`config.mk`:
```
export PLATFORM = sky130hd
export DESIGN_NAME = qai_ctrl
export DESIGN_NICKNAME = d
export VERILOG_FILES = /design/src/design/qai_pkg.sv /design/src/design/qai_ctrl.sv
export SDC_FILE = /design/constraint.sdc
export NUM_CORES = 1
export LEC_CHECK = 0
export ABC_AREA = 1
export BUFFER_PORTS_ARGS = -buffer_cell sky130_fd_sc_hd__buf_2
export CAP_MARGIN = 20
export CORE_MARGIN = 2
export CORE_UTILIZATION = 40
export CTS_CLUSTER_DIAMETER = 30
export DETAILED_ROUTE_END_ITERATION = 10
export GPL_ROUTABILITY_DRIVEN = 0
export PLACE_DENSITY = 0.6
export SETUP_SLACK_MARGIN = 0.02
export SYNTH_ARGS = -nofsm -noshare
export SYNTH_HDL_FRONTEND = slang
export SYNTH_SLANG_ARGS = --single-unit
```
`constraint.sdc`:
```
create_clock -name clk -period 2.45 [get_ports clk]
set_clock_uncertainty 0.15 [all_clocks]
set_input_delay 0.245 -clock clk [delete_from_list [all_inputs] [get_ports clk]]
set_output_delay 0.245 -clock clk [all_outputs]
set_load 0.02 [all_outputs]
```
`src/design/qai_pkg.sv`:
```
// qai_pkg: shared types, constants and the derivative term table
`default_nettype none
package qai_pkg;

	localparam logic signed [31:0] ATT_ONE    = 32'sh4000_0000;
	localparam logic [31:0]        STEP_RESET = 32'd42949673;
	localparam logic signed [31:0] Q_MAX      = 32'sh7FFF_FFFF;
	localparam logic signed [31:0] Q_MIN      = 32'sh8000_0000;

	// configuration register indexes
	typedef enum logic [0:0] {
		REG_STEP_TIME  = 1'b0,
		REG_RATE_FRAME = 1'b1
	} cfg_reg_t;

	typedef struct packed {
		logic signed [31:0] rate_x;
		logic signed [31:0] rate_y;
		logic signed [31:0] rate_z;
	} rate_word_t;

	typedef struct packed {
		logic signed [31:0] att_w;
		logic signed [31:0] att_x;
		logic signed [31:0] att_y;
		logic signed [31:0] att_z;
	} att_word_t;

	typedef struct packed {
		cfg_reg_t    index;
		logic [31:0] value;
	} cfg_word_t;

	// datapath operations issued by the controller
	typedef enum logic [3:0] {
		OP_NONE,
		OP_LOAD,
		OP_MUL,
		OP_ACC,
		OP_SLO,
		OP_SHI,
		OP_SUM,
		OP_SQ,
		OP_SQEND,
		OP_SQRTI,
		OP_SQRT,
		OP_DIVI,
		OP_DIV,
		OP_WRITE
	} op_t;

	typedef struct packed {
		op_t        op;
		logic [5:0] idx;
	} cmd_t;

	// one product term of the quaternion derivative
	typedef struct packed {
		logic [1:0] comp;
		logic [1:0] att_sel;
		logic [1:0] rate_sel;
		logic       neg;
		logic       first;
		logic       last;
	} term_t;

	// body-frame term table; world frame flips the cross terms of d1..d3
	function automatic term_t term_sel(input logic [3:0] k, input logic frame);
		term_t t;
		t = '0;
		case (k)
			4'd0:  t = '{2'd0, 2'd1, 2'd0, 1'b1, 1'b1, 1'b0};
			4'd1:  t = '{2'd0, 2'd2, 2'd1, 1'b1, 1'b0, 1'b0};
			4'd2:  t = '{2'd0, 2'd3, 2'd2, 1'b1, 1'b0, 1'b1};
			4'd3:  t = '{2'd1, 2'd0, 2'd0, 1'b0, 1'b1, 1'b0};
			4'd4:  t = '{2'd1, 2'd3, 2'd1, 1'b0, 1'b0, 1'b0};
			4'd5:  t = '{2'd1, 2'd2, 2'd2, 1'b1, 1'b0, 1'b1};
			4'd6:  t = '{2'd2, 2'd3, 2'd0, 1'b1, 1'b1, 1'b0};
			4'd7:  t = '{2'd2, 2'd0, 2'd1, 1'b0, 1'b0, 1'b0};
			4'd8:  t = '{2'd2, 2'd1, 2'd2, 1'b0, 1'b0, 1'b1};
			4'd9:  t = '{2'd3, 2'd2, 2'd0, 1'b0, 1'b1, 1'b0};
			4'd10: t = '{2'd3, 2'd1, 2'd1, 1'b1, 1'b0, 1'b0};
			4'd11: t = '{2'd3, 2'd0, 2'd2, 1'b0, 1'b0, 1'b1};
			default: t = '0;
		endcase
		if (frame && (t.comp != 2'd0) && (t.att_sel != 2'd0)) begin
			t.neg = ~t.neg;
		end
		return t;
	endfunction

endpackage
`default_nettype wire

```
`src/design/qai_ctrl.sv`:
```
// qai_ctrl: sequencer that steps the datapath through one attitude update
`default_nettype none
module qai_ctrl (
	input  wire logic          clk,
	input  wire logic          arst_n,
	input  wire logic          in_valid,
	output logic               in_ready,
	input  wire logic          out_ready,
	output logic               out_valid,
	output qai_pkg::cmd_t      cmd
);
	import qai_pkg::*;

	typedef enum logic [3:0] {
		S_IDLE, S_MUL, S_ACC, S_SLO, S_SHI, S_SUM, S_SQ, S_SQEND,
		S_SQRTI, S_SQRT, S_DIVI, S_DIV, S_WB
	} state_t;

	state_t     state_q;
	logic [5:0] cnt_q;
	logic       in_ready_q;
	logic       out_valid_q;
	logic       take;
	logic       go;

	assign in_ready  = in_ready_q;
	assign out_valid = out_valid_q;
	assign take      = in_valid && in_ready_q;
	assign go        = !out_valid_q || out_ready;

	// command decode
	always_comb begin
		cmd.idx = cnt_q;
		case (state_q)
			S_IDLE:  cmd.op = take ? OP_LOAD : OP_NONE;
			S_MUL:   cmd.op = OP_MUL;
			S_ACC:   cmd.op = OP_ACC;
			S_SLO:   cmd.op = OP_SLO;
			S_SHI:   cmd.op = OP_SHI;
			S_SUM:   cmd.op = OP_SUM;
			S_SQ:    cmd.op = OP_SQ;
			S_SQEND: cmd.op = OP_SQEND;
			S_SQRTI: cmd.op = OP_SQRTI;
			S_SQRT:  cmd.op = OP_SQRT;
			S_DIVI:  cmd.op = OP_DIVI;
			S_DIV:   cmd.op = OP_DIV;
			S_WB:    cmd.op = go ? OP_WRITE : OP_NONE;
			default: cmd.op = OP_NONE;
		endcase
	end

	// state, counter and handshake flags
	always_ff @(posedge clk or negedge arst_n) begin
		if (!arst_n) begin
			state_q     <= S_IDLE;
			cnt_q       <= '0;
			in_ready_q  <= 1'b1;
			out_valid_q <= 1'b0;
		end else begin
			if (out_valid_q && out_ready) begin
				out_valid_q <= 1'b0;
			end
			case (state_q)
				S_IDLE: begin
					if (take) begin
						in_ready_q <= 1'b0;
						cnt_q      <= '0;
						state_q    <= S_MUL;
					end
				end
				S_MUL: state_q <= S_ACC;
				S_ACC: begin
					if (cnt_q == 6'd11) begin
						cnt_q   <= '0;
						state_q <= S_SLO;
					end else begin
						cnt_q   <= cnt_q + 6'd1;
						state_q <= S_MUL;
					end
				end
				S_SLO: state_q <= S_SHI;
				S_SHI: state_q <= S_SUM;
				S_SUM: begin
					if (cnt_q == 6'd3) begin
						cnt_q   <= '0;
						state_q <= S_SQ;
					end else begin
						cnt_q   <= cnt_q + 6'd1;
						state_q <= S_SLO;
					end
				end
				S_SQ: begin
					if (cnt_q == 6'd3) begin
						cnt_q   <= '0;
						state_q <= S_SQEND;
					end else begin
						cnt_q <= cnt_q + 6'd1;
					end
				end
				S_SQEND: state_q <= S_SQRTI;
				S_SQRTI: state_q <= S_SQRT;
				S_SQRT: begin
					if (cnt_q == 6'd31) begin
						cnt_q   <= '0;
						state_q <= S_DIVI;
					end else begin
						cnt_q <= cnt_q + 6'd1;
					end
				end
				S_DIVI: state_q <= S_DIV;
				S_DIV: begin
					if (cnt_q == 6'd32) begin
						cnt_q   <= '0;
						state_q <= S_WB;
					end else begin
						cnt_q <= cnt_q + 6'd1;
					end
				end
				S_WB: begin
					if (go) begin
						out_valid_q <= 1'b1;
						in_ready_q  <= 1'b1;
						state_q     <= S_IDLE;
					end
				end
				default: state_q <= S_IDLE;
			endcase
		end
	end

`ifndef SYNTHESIS
	a_ready_idle: assert property (@(posedge clk) disable iff (!arst_n)
		in_ready_q |-> (state_q == S_IDLE))
		else $error("ready outside idle");
	a_take_busy: assert property (@(posedge clk) disable iff (!arst_n)
		take |=> !in_ready_q)
		else $error("ready after accept");
	a_write_valid: assert property (@(posedge clk) disable iff (!arst_n)
		(cmd.op == OP_WRITE) |=> out_valid_q)
		else $error("result not presented");
	a_sqrt_cnt: assert property (@(posedge clk) disable iff (!arst_n)
		(state_q == S_SQRT) |-> (cnt_q <= 6'd31))
		else $error("square root count overrun");
`endif

endmodule
`default_nettype wire

```
==> results of run 1 <==
[repair_timing]
item,in CTS,in global routing
endpoints found under the hold margin,12,0
resized for setup,0,0
hold buffers,1,0
setup buffers,0,0
[cell usage in the layout (no fill, tap or decap), types with 3 or more instances in the layout]
master / synthesis / final
nand3_1: 12 / 12
inv_2: 4 / 4
nor3_1: 4 / 4
nor2_1: 28 / 28
clkbuf_4: 0 / 3
nand4_1: 4 / 4
nor2_4: 5 / 5
a21oi_1: 7 / 7
o21ai_0: 7 / 7
nand2_2: 12 / 12
buf_2: 0 / 15
nand3b_1: 4 / 4
dfrtp_1: 11 / 11
nand2_1: 34 / 34
inv_1: 19 / 19
[synth_stat cells (4+ instances only)]
library cell and number:
nand3_1 12, nand4_1 4, nand3b_1 4, nor3_1 4
nor2_4 5, nand2_1 34, inv_2 4, a21oi_1 7
o21ai_0 7, inv_1 19, nand2_2 12, dfrtp_1 11
nor2_1 28
[tightest hold or removal path, delay by kind of cell]
| kind | cells | cell delay [ps] |
|---|---|---|
| compound gates | 1 | 90 |
| buf+inv | 2 | 130 |
| simple gates | 1 | 50 |
[flip-flops by register name, summed over array words and instances (netlist names)]
signal,cells
cnt_q,6
state_q,4
out_valid,1
in_ready,1
[path summary, 6_finish.rpt]
kind | depth (start not counted) | startpoint | slack, ps | endpoint
worst max-delay path | 6 | state_q[0]$_DFFE_PN0P_ | 510 | cmd[8]
worst min-delay path | 4 | out_ready | 130 | out_valid$_DFF_PN0_
worst max register to register | 7 | cnt_q[1]$_DFFE_PN0P_ | 760 | state_q[1]$_DFFE_PN0P_
worst min register to register | 2 | in_ready$_DFFE_PN1P_ | 330 | in_ready$_DFFE_PN1P_
max in group asynchronous | 2 | arst_n | 1640 | in_ready$_DFFE_PN1P_
min in group asynchronous | 2 | arst_n | 220 | cnt_q[1]$_DFFE_PN0P_
[layer usage]
metal,vias to the layer above,share of wire
met3,4,0.048
li1,598,-
met4,0,0.012
met5,-,0
met1,533,0.44
met2,26,0.50
[stage by stage]
| step | cell area [um^2] | hold WS (ps) | power [W] | utilization | worst slack, ps |
|---|---|---|---|---|---|
| after floorplan | 1149 | -200.6 | 0.0002019 | - | 830.7 |
| after global placement | 1262 | 0.9556 | 0.0002084 | 0.4618 | 814.6 |
| after detailed placement | 1262 | 8.055 | 0.0002087 | 0.4618 | 798.6 |
| after CTS | 1309 | 128.3 | 0.0003780 | 0.4787 | 499.8 |
| after global routing | 1309 | 154.6 | 0.0003922 | 0.4787 | 372.1 |
| final | 1309 | 127.3 | 0.0003693 | 0.4787 | 512.3 |
[cell families (layout without fill, tap and decap cells)]
| logic type | count (synthesis) | after routing | share of synthesized area |
|---|---|---|---|
| compound gates | 21 | 21 | 0.1046 |
| fa+ha+maj | 2 | 2 | 0.02178 |
| buf+inv | 24 | 44 | 0.07951 |
| flops | 12 | 12 | 0.2625 |
| simple gates | 112 | 112 | 0.5316 |
[where the power goes]
| part | internal [W] | leakage [nW] | total, W | switching (W) |
|---|---|---|---|---|
| Sequential | 0.000198 | 0.139 | 0.000198 | 0.0000000000000000000474 |
| Clock | 0.0000904 | 0.0210 | 0.000164 | 0.0000735 |
| Combinational | 0.00000271 | 0.482 | 0.00000752 | 0.00000481 |
| Total | 0.000291 | 0.642 | 0.000369 | 0.0000783 |
[cell type report]
cell class | instances | share of cell area
Multi-Input combinational cell | 135 | 0.5774
Sequential cell | 12 | 0.2304
Inverter | 24 | 0.06979
Timing Repair Buffer | 16 | 0.06501
Tap cell | 31 | 0.02964
Clock buffer | 4 | 0.02772
==> out/qor.yml, run 1 <==
postRouteAntennaNets: 0
drc: 0
synth_area_leader_cell: "dfrtp_1"
clk_pin_slew_worst_paths_ps: 90
timing.critical_path.slowest_cell_delay_ps: 470
synth-async-reset-ratio: 1.000
avgViaCountPerCell: 5.230
detail_route.wl_per_cell_um: 12.89
core_area_mm2: 0.002734
fin_nets: 198
max_freq_mhz: 516.1
max_cap_viol_count: 0
synth_top_cells_by_area: "dfrtp_1 24%, nand2_1 11%, nor2_1 9.2%"
slew-limit-headroom: 0.7920
synth.top_cell.area_share: 0.2397
drv_slew: 0
fillerInstances: 284
layout-area-overhead-vs-synth_pct: 13.94
crit_path_max_fanout: 7
die-height_um: 57.59
worst_path_dominant_cell_family: "flip-flops"
final_layout_size_suffix_gt1_frac: 0.2775
synth-warning-count: 0
place.detailed.hpwl_um: 2334
syn_area_mm2: 0.001149
first_pass_iters: 4
crit_path_top_delay_cell: "dfrtp_1"
synth.net_count: 177
placement_rows: 19
clkSinkCount: 12
met2_usage: 0.3474
antennaDiodeCount: 0
crit_required_ps: 2060
distinct_cell_type_count_of_the_synthesized_netlist: 27
hold_violations: 0
synth_flop_cell: "dfrtp_1"
finalNonFillerCells: 222
run_status: "complete, no violations"
worst_hold_path_class: "primary input to flop"
gr-usage-met3: 0.03175
grt_start_max_net_pins: 13
placed_cells: 217
cts_htree_levels: 1
synthesis.area_per_instance_um2: 6.717
io_buffer_count: 15
power.density_mw_per_mm2: 282.2
num_io_pins: 16
crit_path_time_final_ps: 1938
route.final.wire_length_um: 2861
first_global_vias: 1176
grt_busiest_layer: "met2"
arrival_ps: 1540
ir_worst_vdd_uv: 200.1
report.final.setup_viol: 0
area_of_combinational_cells_with_multiple_inputs_um2: 755.7
grt_pass1_wl_um: 5154
synth.ff_latch_count: 12
synth-seq-area-share: 0.2625
via_count: 1161
crit_path_end_kind: "output pin"
globalRouteTotalUtil: 0.2006
clock_tree.buffer_depth: 2
floorplan.die_area_mm2: 0.003316
antenna_found_initial: 0
regArea_um2: 301.5
fp.dieW_um: 57.59
worst-path-buf-inv: 2
cts_tree: "done"
p_leak_nw: 0.6419
clk_root_buffer_cell: "clkbuf_4"
synth_enable_flop_cells: 0
netlist_instances: 171
initialDrtViolationCount: 29
crit_path_class: "flop to output pin"
worst_setup_path_start_kind: "flop"
initial_utilization: 0.4201
cts_inserted_buffers: 3
groute.layer.met1.usage: 0.2426
timing.final.crit_share: 0.7909
gr-total-overflow: 0
clock_latency_ps: 280
crit_chain: "inv_2 -> nand2_2 -> nor2_1 -> nand2_1 -> o211ai_1 -> buf_2"
tns_ps: 0
worst-slew-pin-transition_ps: 312.0
rsz_0062_raised_after_global_routing: "no"
(Power assumes the default switching activity.)
==> run 2: changes to the inputs <==
--- a/config.mk
+++ b/config.mk
@@ -5,7 +5,7 @@
 export SDC_FILE = /design/constraint.sdc
 export NUM_CORES = 1
 export LEC_CHECK = 0
-export ABC_AREA = 1
+export ABC_AREA = 0
 export BUFFER_PORTS_ARGS = -buffer_cell sky130_fd_sc_hd__buf_2
 export CAP_MARGIN = 20
 export CORE_MARGIN = 2
@@ -13,7 +13,7 @@
 export CTS_CLUSTER_DIAMETER = 30
 export DETAILED_ROUTE_END_ITERATION = 10
 export GPL_ROUTABILITY_DRIVEN = 0
-export PLACE_DENSITY = 0.6
+export PLACE_DENSITY = 0.61
 export SETUP_SLACK_MARGIN = 0.02
 export SYNTH_ARGS = -nofsm -noshare
 export SYNTH_HDL_FRONTEND = slang
==> constraint.sdc (replaced) <==
create_clock -name clk -period 1.95 [get_ports clk]
set_clock_uncertainty 0.15 [all_clocks]
set_input_delay 0.195 -clock clk [delete_from_list [all_inputs] [get_ports clk]]
set_output_delay 0.195 -clock clk [all_outputs]
set_load 0.02 [all_outputs]
==> run 2 against run 1 <==
  * First-iteration DRC count shrank 79%
  * Register-to-register slack got worse by 600 ps
  * Die area down 19%
  * Hold slack worse by 28 ps
  * Via count is 26% lower
  * Non-clock buffer count grew 8
  * Global-route usage shrank 1.1 points
  * Final area fell by 16%
  * Critical path type unchanged
  * Largest cell class unchanged
  * Highest routed layer unchanged
==> out/qor.yml, run 2 <==
gr-total-overflow: 0  # unchanged
top_regs: "cnt_q x6, state_q x4"
tns_ps: 0  # unchanged
p_sw_w: 0.0001028  # +31%
synth_top_cells_by_count: "11 x dfrtp_1, 10 x a21oi_1, 8 x nor2_1, 7 x nand2b_1, 7 x o21ai_0"
largest_reg_flops: 6  # unchanged
hold_violations: 0  # unchanged
synth_top_cells_by_area: "dfrtp_1 30%, a21oi_1 5.5%, nand2b_1 4.8%"
final_layout_size_suffix_gt1_frac: 0.3680  # +0.09051
die-height_um: 51.69  # -10%
arrival_ps: 1480  # -60 ps
route.final.wire_length_um: 2068  # -28%
worst_hold_path_class: "primary input to flop"
report.final.setup_viol: 0  # unchanged
crit_path_class: "flop to output pin"
initialDrtViolationCount: 6  # -79%
max_freq_mhz: 546.8
fillerInstances: 219  # -23%
synth_area_leader_cell: "dfrtp_1"
globalRouteTotalUtil: 0.1897  # -0.01081
fin_nets: 132  # -33%
synth.top_cell.area_share: 0.3026  # +0.06296
swShare: 0.2190  # +0.007113
num_io_pins: 16  # unchanged
via_count: 858  # -26%
crit_required_ps: 1600  # -460 ps
power_frac_clock: 0.448  # +0.004
clock_tree.buffer_depth: 2  # unchanged
synth-compound-area-share: 0.3370  # +0.2324
initial_utilization: 0.4152  # -0.004946
fp.dieW_um: 51.69  # -10%
worst-slew-pin-transition_ps: 456.7  # +144.6 ps
crit_path_time_final_ps: 1829
drv_slew: 0  # unchanged
crit_path_max_fanout: 12  # +5
power.internal_w: 0.0003667  # +26%
synth_flop_cell: "dfrtp_1"
place_ws_ps: 79.67  # -718.9 ps
avgViaCountPerCell: 5.608  # +7.2%
synthesis.area_per_instance_um2: 8.663  # +29%
antenna_found_initial: 0  # unchanged
mostFrequentLayoutCell: "buf_2"
clkSinkCount: 12  # unchanged
synth_top_family_by_area: "compound AO/OA/AOI/OAI gates"
combPwrFrac: 0.022  # +0.002
first_pass_iters: 5  # +1
post_synth_fa_ha_maj_area_fraction: 0.02751  # +0.005724
detail_route.wl_per_cell_um: 13.52  # +4.9%
first_global_vias: 837  # -29%
cts_htree_levels: 1  # unchanged
grt_pass1_wl_um: 3698  # -28%
floorplan.die_area_mm2: 0.002671  # -19%
p_leak_nw: 0.4775  # -26%
layout_common_cells: "15 x buf_2, 10 x a21oi_1, 8 x buf_4"
most_frequent_cell_after_synthesis: "dfrtp_1"
postRouteAntennaNets: 0  # unchanged
ir_worst_vdd_uv: 256.2  # +28%
io_buffer_count: 15  # unchanged
run_status: "complete, no violations"
clock_latency_ps: 290  # about the same
post_synth_and_or_nand_nor_area_fraction: 0.1829  # -0.3486
register_with_the_most_flip_flops: "cnt_q"
worst_slack_ps: 121.1  # -391.3 ps
synth_enable_flop_cells: 0  # unchanged
antennaDiodeCount: 0  # unchanged
regArea_um2: 306.5  # +1.7%
clk_pin_slew_worst_paths_ps: 80  # about the same
timing.final.crit_share: 0.9379
netlist_instances: 105  # -39%
clk_root_buffer_cell: "clkbuf_4"
synth-warning-count: 0  # unchanged
p_seq_frac: 0.530  # -0.006
synth.area.mux_share: 0.02338  # +0.02338
cts_tree: "done"
crit_path_end_kind: "output pin"
place.detailed.hpwl_um: 1543  # -34%
synth_xor_xnor_area_share: 0.01926  # +0.01926
drc: 0  # unchanged
power.density_mw_per_mm2: 426.5  # +51%
synth-seq-area-share: 0.3315  # +0.06897
slew-limit-headroom: 0.6922  # -0.09975
area_of_combinational_cells_with_multiple_inputs_um2: 555.5  # -26%
worst_setup_path_start_kind: "flop"
timing.critical_path.slowest_cell_delay_ps: 480  # about the same
rsz_0062_raised_after_global_routing: "yes"
syn_area_um2: 909.6  # -21%
layout-area-overhead-vs-synth_pct: 21.05
synth.net_count: 111  # -37%
max_cap_viol_count: 0  # unchanged
synth-async-reset-ratio: 1.000  # unchanged
synth.ff_latch_count: 12  # unchanged
cts_inserted_buffers: 3  # unchanged
grt_start_max_net_pins: 14  # +1
worst_hold_slack_ps: 99.12  # -28.16 ps
distinct_cell_type_count_of_the_synthesized_netlist: 42  # +56%
crit_chain: "buf_4 -> nor2_2 -> a21oi_1 -> o22ai_1 -> buf_2"
core_area_mm2: 0.002191  # -20%
crit_path_top_delay_cell: "dfrtp_2"
placement_rows: 17  # -2
==> run 2: final cells by class <==
cell class | instances | share of cell area
clock buffers | 4 | 0.03295
flip-flops and latches | 12 | 0.2784
repair buffers | 24 | 0.1318
inverters | 6 | 0.02045
well taps | 28 | 0.03182
multi-input cells | 79 | 0.5045
==> run 2: worst paths after layout <==
kind / startpoint / slack [ps] / depth (start not counted) / endpoint
max: state_q[1]$_DFFE_PN0P_ / 120 / 5 / cmd[9]
min: in_valid / 100 / 4 / in_ready$_DFFE_PN1P_
max reg2reg: cnt_q[1]$_DFFE_PN0P_ / 160 / 6 / cnt_q[5]$_DFFE_PN0P_
min in group asynchronous: arst_n / 170 / 2 / cnt_q[1]$_DFFE_PN0P_
max in group asynchronous: arst_n / 1200 / 2 / in_ready$_DFFE_PN1P_
min reg2reg: in_ready$_DFFE_PN1P_ / 400 / 2 / in_ready$_DFFE_PN1P_
==> run 2: through the flow <==
| stage | util | cells | total power [W] | cell area (um^2) |
|---|---|---|---|---|
| after floorplan | - | 105 | 0.0002545 | 909.6 |
| after global placement | 0.4672 | 147 | 0.0002626 | 1023 |
| after detailed placement | 0.4672 | 147 | 0.0002631 | 1023 |
| after CTS | 0.4889 | 152 | 0.0004768 | 1071 |
| after global routing | 0.5026 | 153 | 0.0004948 | 1101 |
| final | 0.5026 | 153 | 0.0004696 | 1101 |
==> run 2: cell families after synthesis <==
logic type      Yosys count
xor+xnor                  2
simple gates             30
compound gates           43
flops                    12
buf+inv                  14
mux                       2
fa+ha+maj                 2
==> run 2: power by group through the flow <==
stage                       logic [W]  registers, W  clock network (W)
after floorplan           0.000000842      0.000254                  0
after global placement     0.00000903      0.000254                  0
after detailed placement   0.00000951      0.000254                  0
after CTS                   0.0000111      0.000249           0.000217
after global routing        0.0000126      0.000249           0.000233
final                       0.0000105      0.000249           0.000210
==> run 2: worst max-delay path: cells and delay by family (launching register included) <==
family	cells	cell delay [ps]
compound gates	2	200
buf+inv	2	360
flops	1	480
simple gates	1	150
==> run 2: repair_timing <==
| action | CTS | global route |
|---|---|---|
| cloned | 0 | 0 |
| pin swaps | 0 | 1 |
| hold buffers | 1 | 0 |
| buffers inserted | 0 | 1 |
| hold endpoints to repair | 12 | 0 |
| resized for setup | 1 | 8 |
| setup endpoints to repair | 1 | 6 |
==> run 2: per-layer routing <==
metal  share of wire  vias to the layer above  routed length [um]  global-route usage
met5               0                        -                   0                   0
met4           0.026                        0                  53              0.1053
met3           0.033                        5                  69             0.03448
met2            0.46                       16                 950              0.3056
met1            0.48                      408                 995              0.2387
li1                -                      429                   -                   -
==> run 3: changes to the inputs <==
==> constraint.sdc (replaced) <==
create_clock -name clk -period 1.7 [get_ports clk]
set_clock_uncertainty 0.15 [all_clocks]
set_input_delay 0.425 -clock clk [delete_from_list [all_inputs] [get_ports clk]]
set_output_delay 0.425 -clock clk [all_outputs]
set_load 0.02 [all_outputs]
==> run 3 against run 2 <==
  * The run now ends with negative setup slack left
  * Non-clock buffer count increased by 36
  * Flip-flop and latch count unchanged
  * First-iteration DRC count increased by 130%
  * Critical path depth unchanged
  * Via count increased by 19%
==> out/qor.yml, run 3 (synthesis gave the netlist of run 2 again) <==
largest_reg_flops: 6  # unchanged
floorplan.die_area_mm2: 0.002671  # unchanged
final_layout_size_suffix_gt1_frac: 0.5901  # +0.2221
cts_inserted_buffers: 3  # unchanged
layout_utilization: 0.6779  # +0.1753
cts_htree_levels: 1  # unchanged
rsz_0062_raised_after_global_routing: "yes"
timing.reg2reg.setup_slack_ps: -180  # -340 ps
core_area_mm2: 0.002191  # unchanged
timing.critical_path.slowest_cell_delay_ps: 460  # -20 ps
gr-total-overflow: 0  # unchanged
drv_slew: 0  # unchanged
clk_pin_slew_worst_paths_ps: 80  # about the same
crit_path_max_fanout: 6  # -6
clock_latency_ps: 290  # about the same
detail_route.wl_per_cell_um: 15.16  # +12%
antennaDiodeCount: 0  # unchanged
crit_required_ps: 1120  # -480 ps
worst_r2r_startpoint: "out_valid$_DFF_PN0_"
placed_cells: 175  # +19%
via_count: 1023  # +19%
crit_chain: "buf_4 -> nand2_4 -> a21oi_2 -> a311oi_2 -> buf_4"
place.detailed.hpwl_um: 1920  # +24%
layout_common_cells: "42 x buf_4, 10 x buf_2, 8 x dfrtp_2"
first_pass_iters: 4  # -1
route.final.wire_length_um: 2865  # +39%
postRouteAntennaNets: 0  # unchanged
max_cap_viol_count: 0  # unchanged
drc: 0  # unchanged
timing.final.crit_share: 1.173
num_io_pins: 16  # unchanged
crit_path_time_final_ps: 1994
cts_tree: "done"
clkSinkCount: 12  # unchanged
worst_hold_path_class: "primary input to flop"
crit_path_end_kind: "output pin"
grt_start_max_net_pins: 13  # -1
clock_tree.buffer_depth: 2  # unchanged
fin_nets: 168  # +27%
hold_path_startpoint: "in_valid"
initial_utilization: 0.4152  # unchanged
globalRouteTotalUtil: 0.2407  # +0.05096
worst_setup_path_start_kind: "flop"
avgViaCountPerCell: 5.413  # -3.5%
crit_path_class: "flop to output pin"
max_freq_mhz: 501.4
r2r-end: "state_q[1]$_DFFE_PN0P_"
antenna_found_initial: 0  # unchanged
worst_hold_path.endpoint: "in_ready$_DFFE_PN1P_"
finalNonFillerCells: 189  # +24%
clk_root_buffer_cell: "clkbuf_4"
tns_ps: -2014  # -2014 ps
io_buffer_count: 15  # unchanged
place_ws_ps: -173.8  # -253.4 ps
reg2reg_depth: 8  # +2
initialDrtViolationCount: 14  # +8
ir_worst_vdd_uv: 351.0  # +37%
power.density_mw_per_mm2: 333.6  # -22%
first_global_vias: 1053  # +26%
crit_path_top_delay_cell: "dfrtp_2"
register_with_the_most_flip_flops: "cnt_q"
report.final.setup_viol: 13  # +13
arrival_ps: 1420  # -60 ps
grt_pass1_wl_um: 4712  # +27%
placement_rows: 17  # unchanged
fp.dieW_um: 51.69  # unchanged
worst_slack_ps: -294.5  # -415.5 ps
worst-slew-pin-transition_ps: 475.9  # +19.24 ps
p_leak_nw: 0.6807  # +43%
top_regs: "cnt_q x6, state_q x4"
run_status: "finished with violations"
layout-area-overhead-vs-synth_pct: 63.27
hold_violations: 0  # unchanged
worst_hold_path.num_cells: 4  # unchanged
violated_checks: "negative setup slack"
mostFrequentLayoutCell: "buf_4"
critical-path-top-cell-by-count: "buf_4"
die-height_um: 51.69  # unchanged
slew-limit-headroom: 0.6793  # -0.01297
## run 3: cell count changes in the layout (fill, tap and decap cells not counted), sizes merged
cell / delta
buf: +36
## run 3: how the worst max path moves through the flow
stage                           start                     end  cells after the start
6_report       state_q[3]$_DFFE_PN0P_                  cmd[6]                      5
5_1_grt        state_q[3]$_DFFE_PN0P_                  cmd[6]                      5
3_3_place_gp                out_ready  state_q[1]$_DFFE_PN0P_                      7
4_1_cts        state_q[3]$_DFFE_PN0P_                  cmd[6]                      5
2_1_floorplan  state_q[1]$_DFFE_PN0P_                  cmd[6]                      4
3_5_place_dp                out_ready  state_q[1]$_DFFE_PN0P_                      7
## run 3: cell type report
| class | count | area, um^2 |
|---|---|---|
| multi-input combinational | 79 | 635.6 |
| timing repair buffer | 60 | 454.2 |
| clock buffer | 4 | 26.28 |
| tap | 28 | 35.03 |
| sequential | 12 | 311.5 |
| fill | 187 | 705.7 |
| inverter | 6 | 22.52 |
## run 3: timing repair
action                     CTS  global route
setup endpoints to repair   13            14
hold buffers                 1             0
gates resized for setup     22             7
hold endpoints to repair    11             0
pin swaps                    7             5
buffers inserted             7             2
## run 3: stage by stage
step	cell area [um^2]	power [W]	hold WS [ps]
2_1_floorplan	983.4	0.0002919	-20.59
3_3_place_gp	1292	0.0003009	169.7
3_5_place_dp	1292	0.0003013	177.5
4_1_cts	1445	0.0004924	351.0
5_1_grt	1485	0.0005078	392.7
6_report	1485	0.0004955	341.1
## run 3: power by group
| part | switching, W | internal (W) | total (W) |
|---|---|---|---|
| clock | 0.000107 | 0.0000914 | 0.000199 |
| combinational | 0.00000711 | 0.00000462 | 0.0000117 |
| sequential | 0.0000000000000000000449 | 0.000285 | 0.000285 |
| total | 0.000114 | 0.000381 | 0.000496 |
## run 3: worst max-delay path, delay by kind of cell, from the launching register on
family                 cells  cell delay [ps]
AO/OA/AOI/OAI              2              270
buffers and inverters      2              340
AND/OR/NAND/NOR            1               60
flip-flops                 1              460
## run 3: metal layers
metal / global-route usage / up-vias / wire [um]
met4: 0.1184 / 0 / 49
met1: 0.2595 / 493 / 1180
met3: 0.02299 / 5 / 78
met2: 0.4615 / 24 / 1557
li1: - / 501 / -
met5: 0 / - / 0
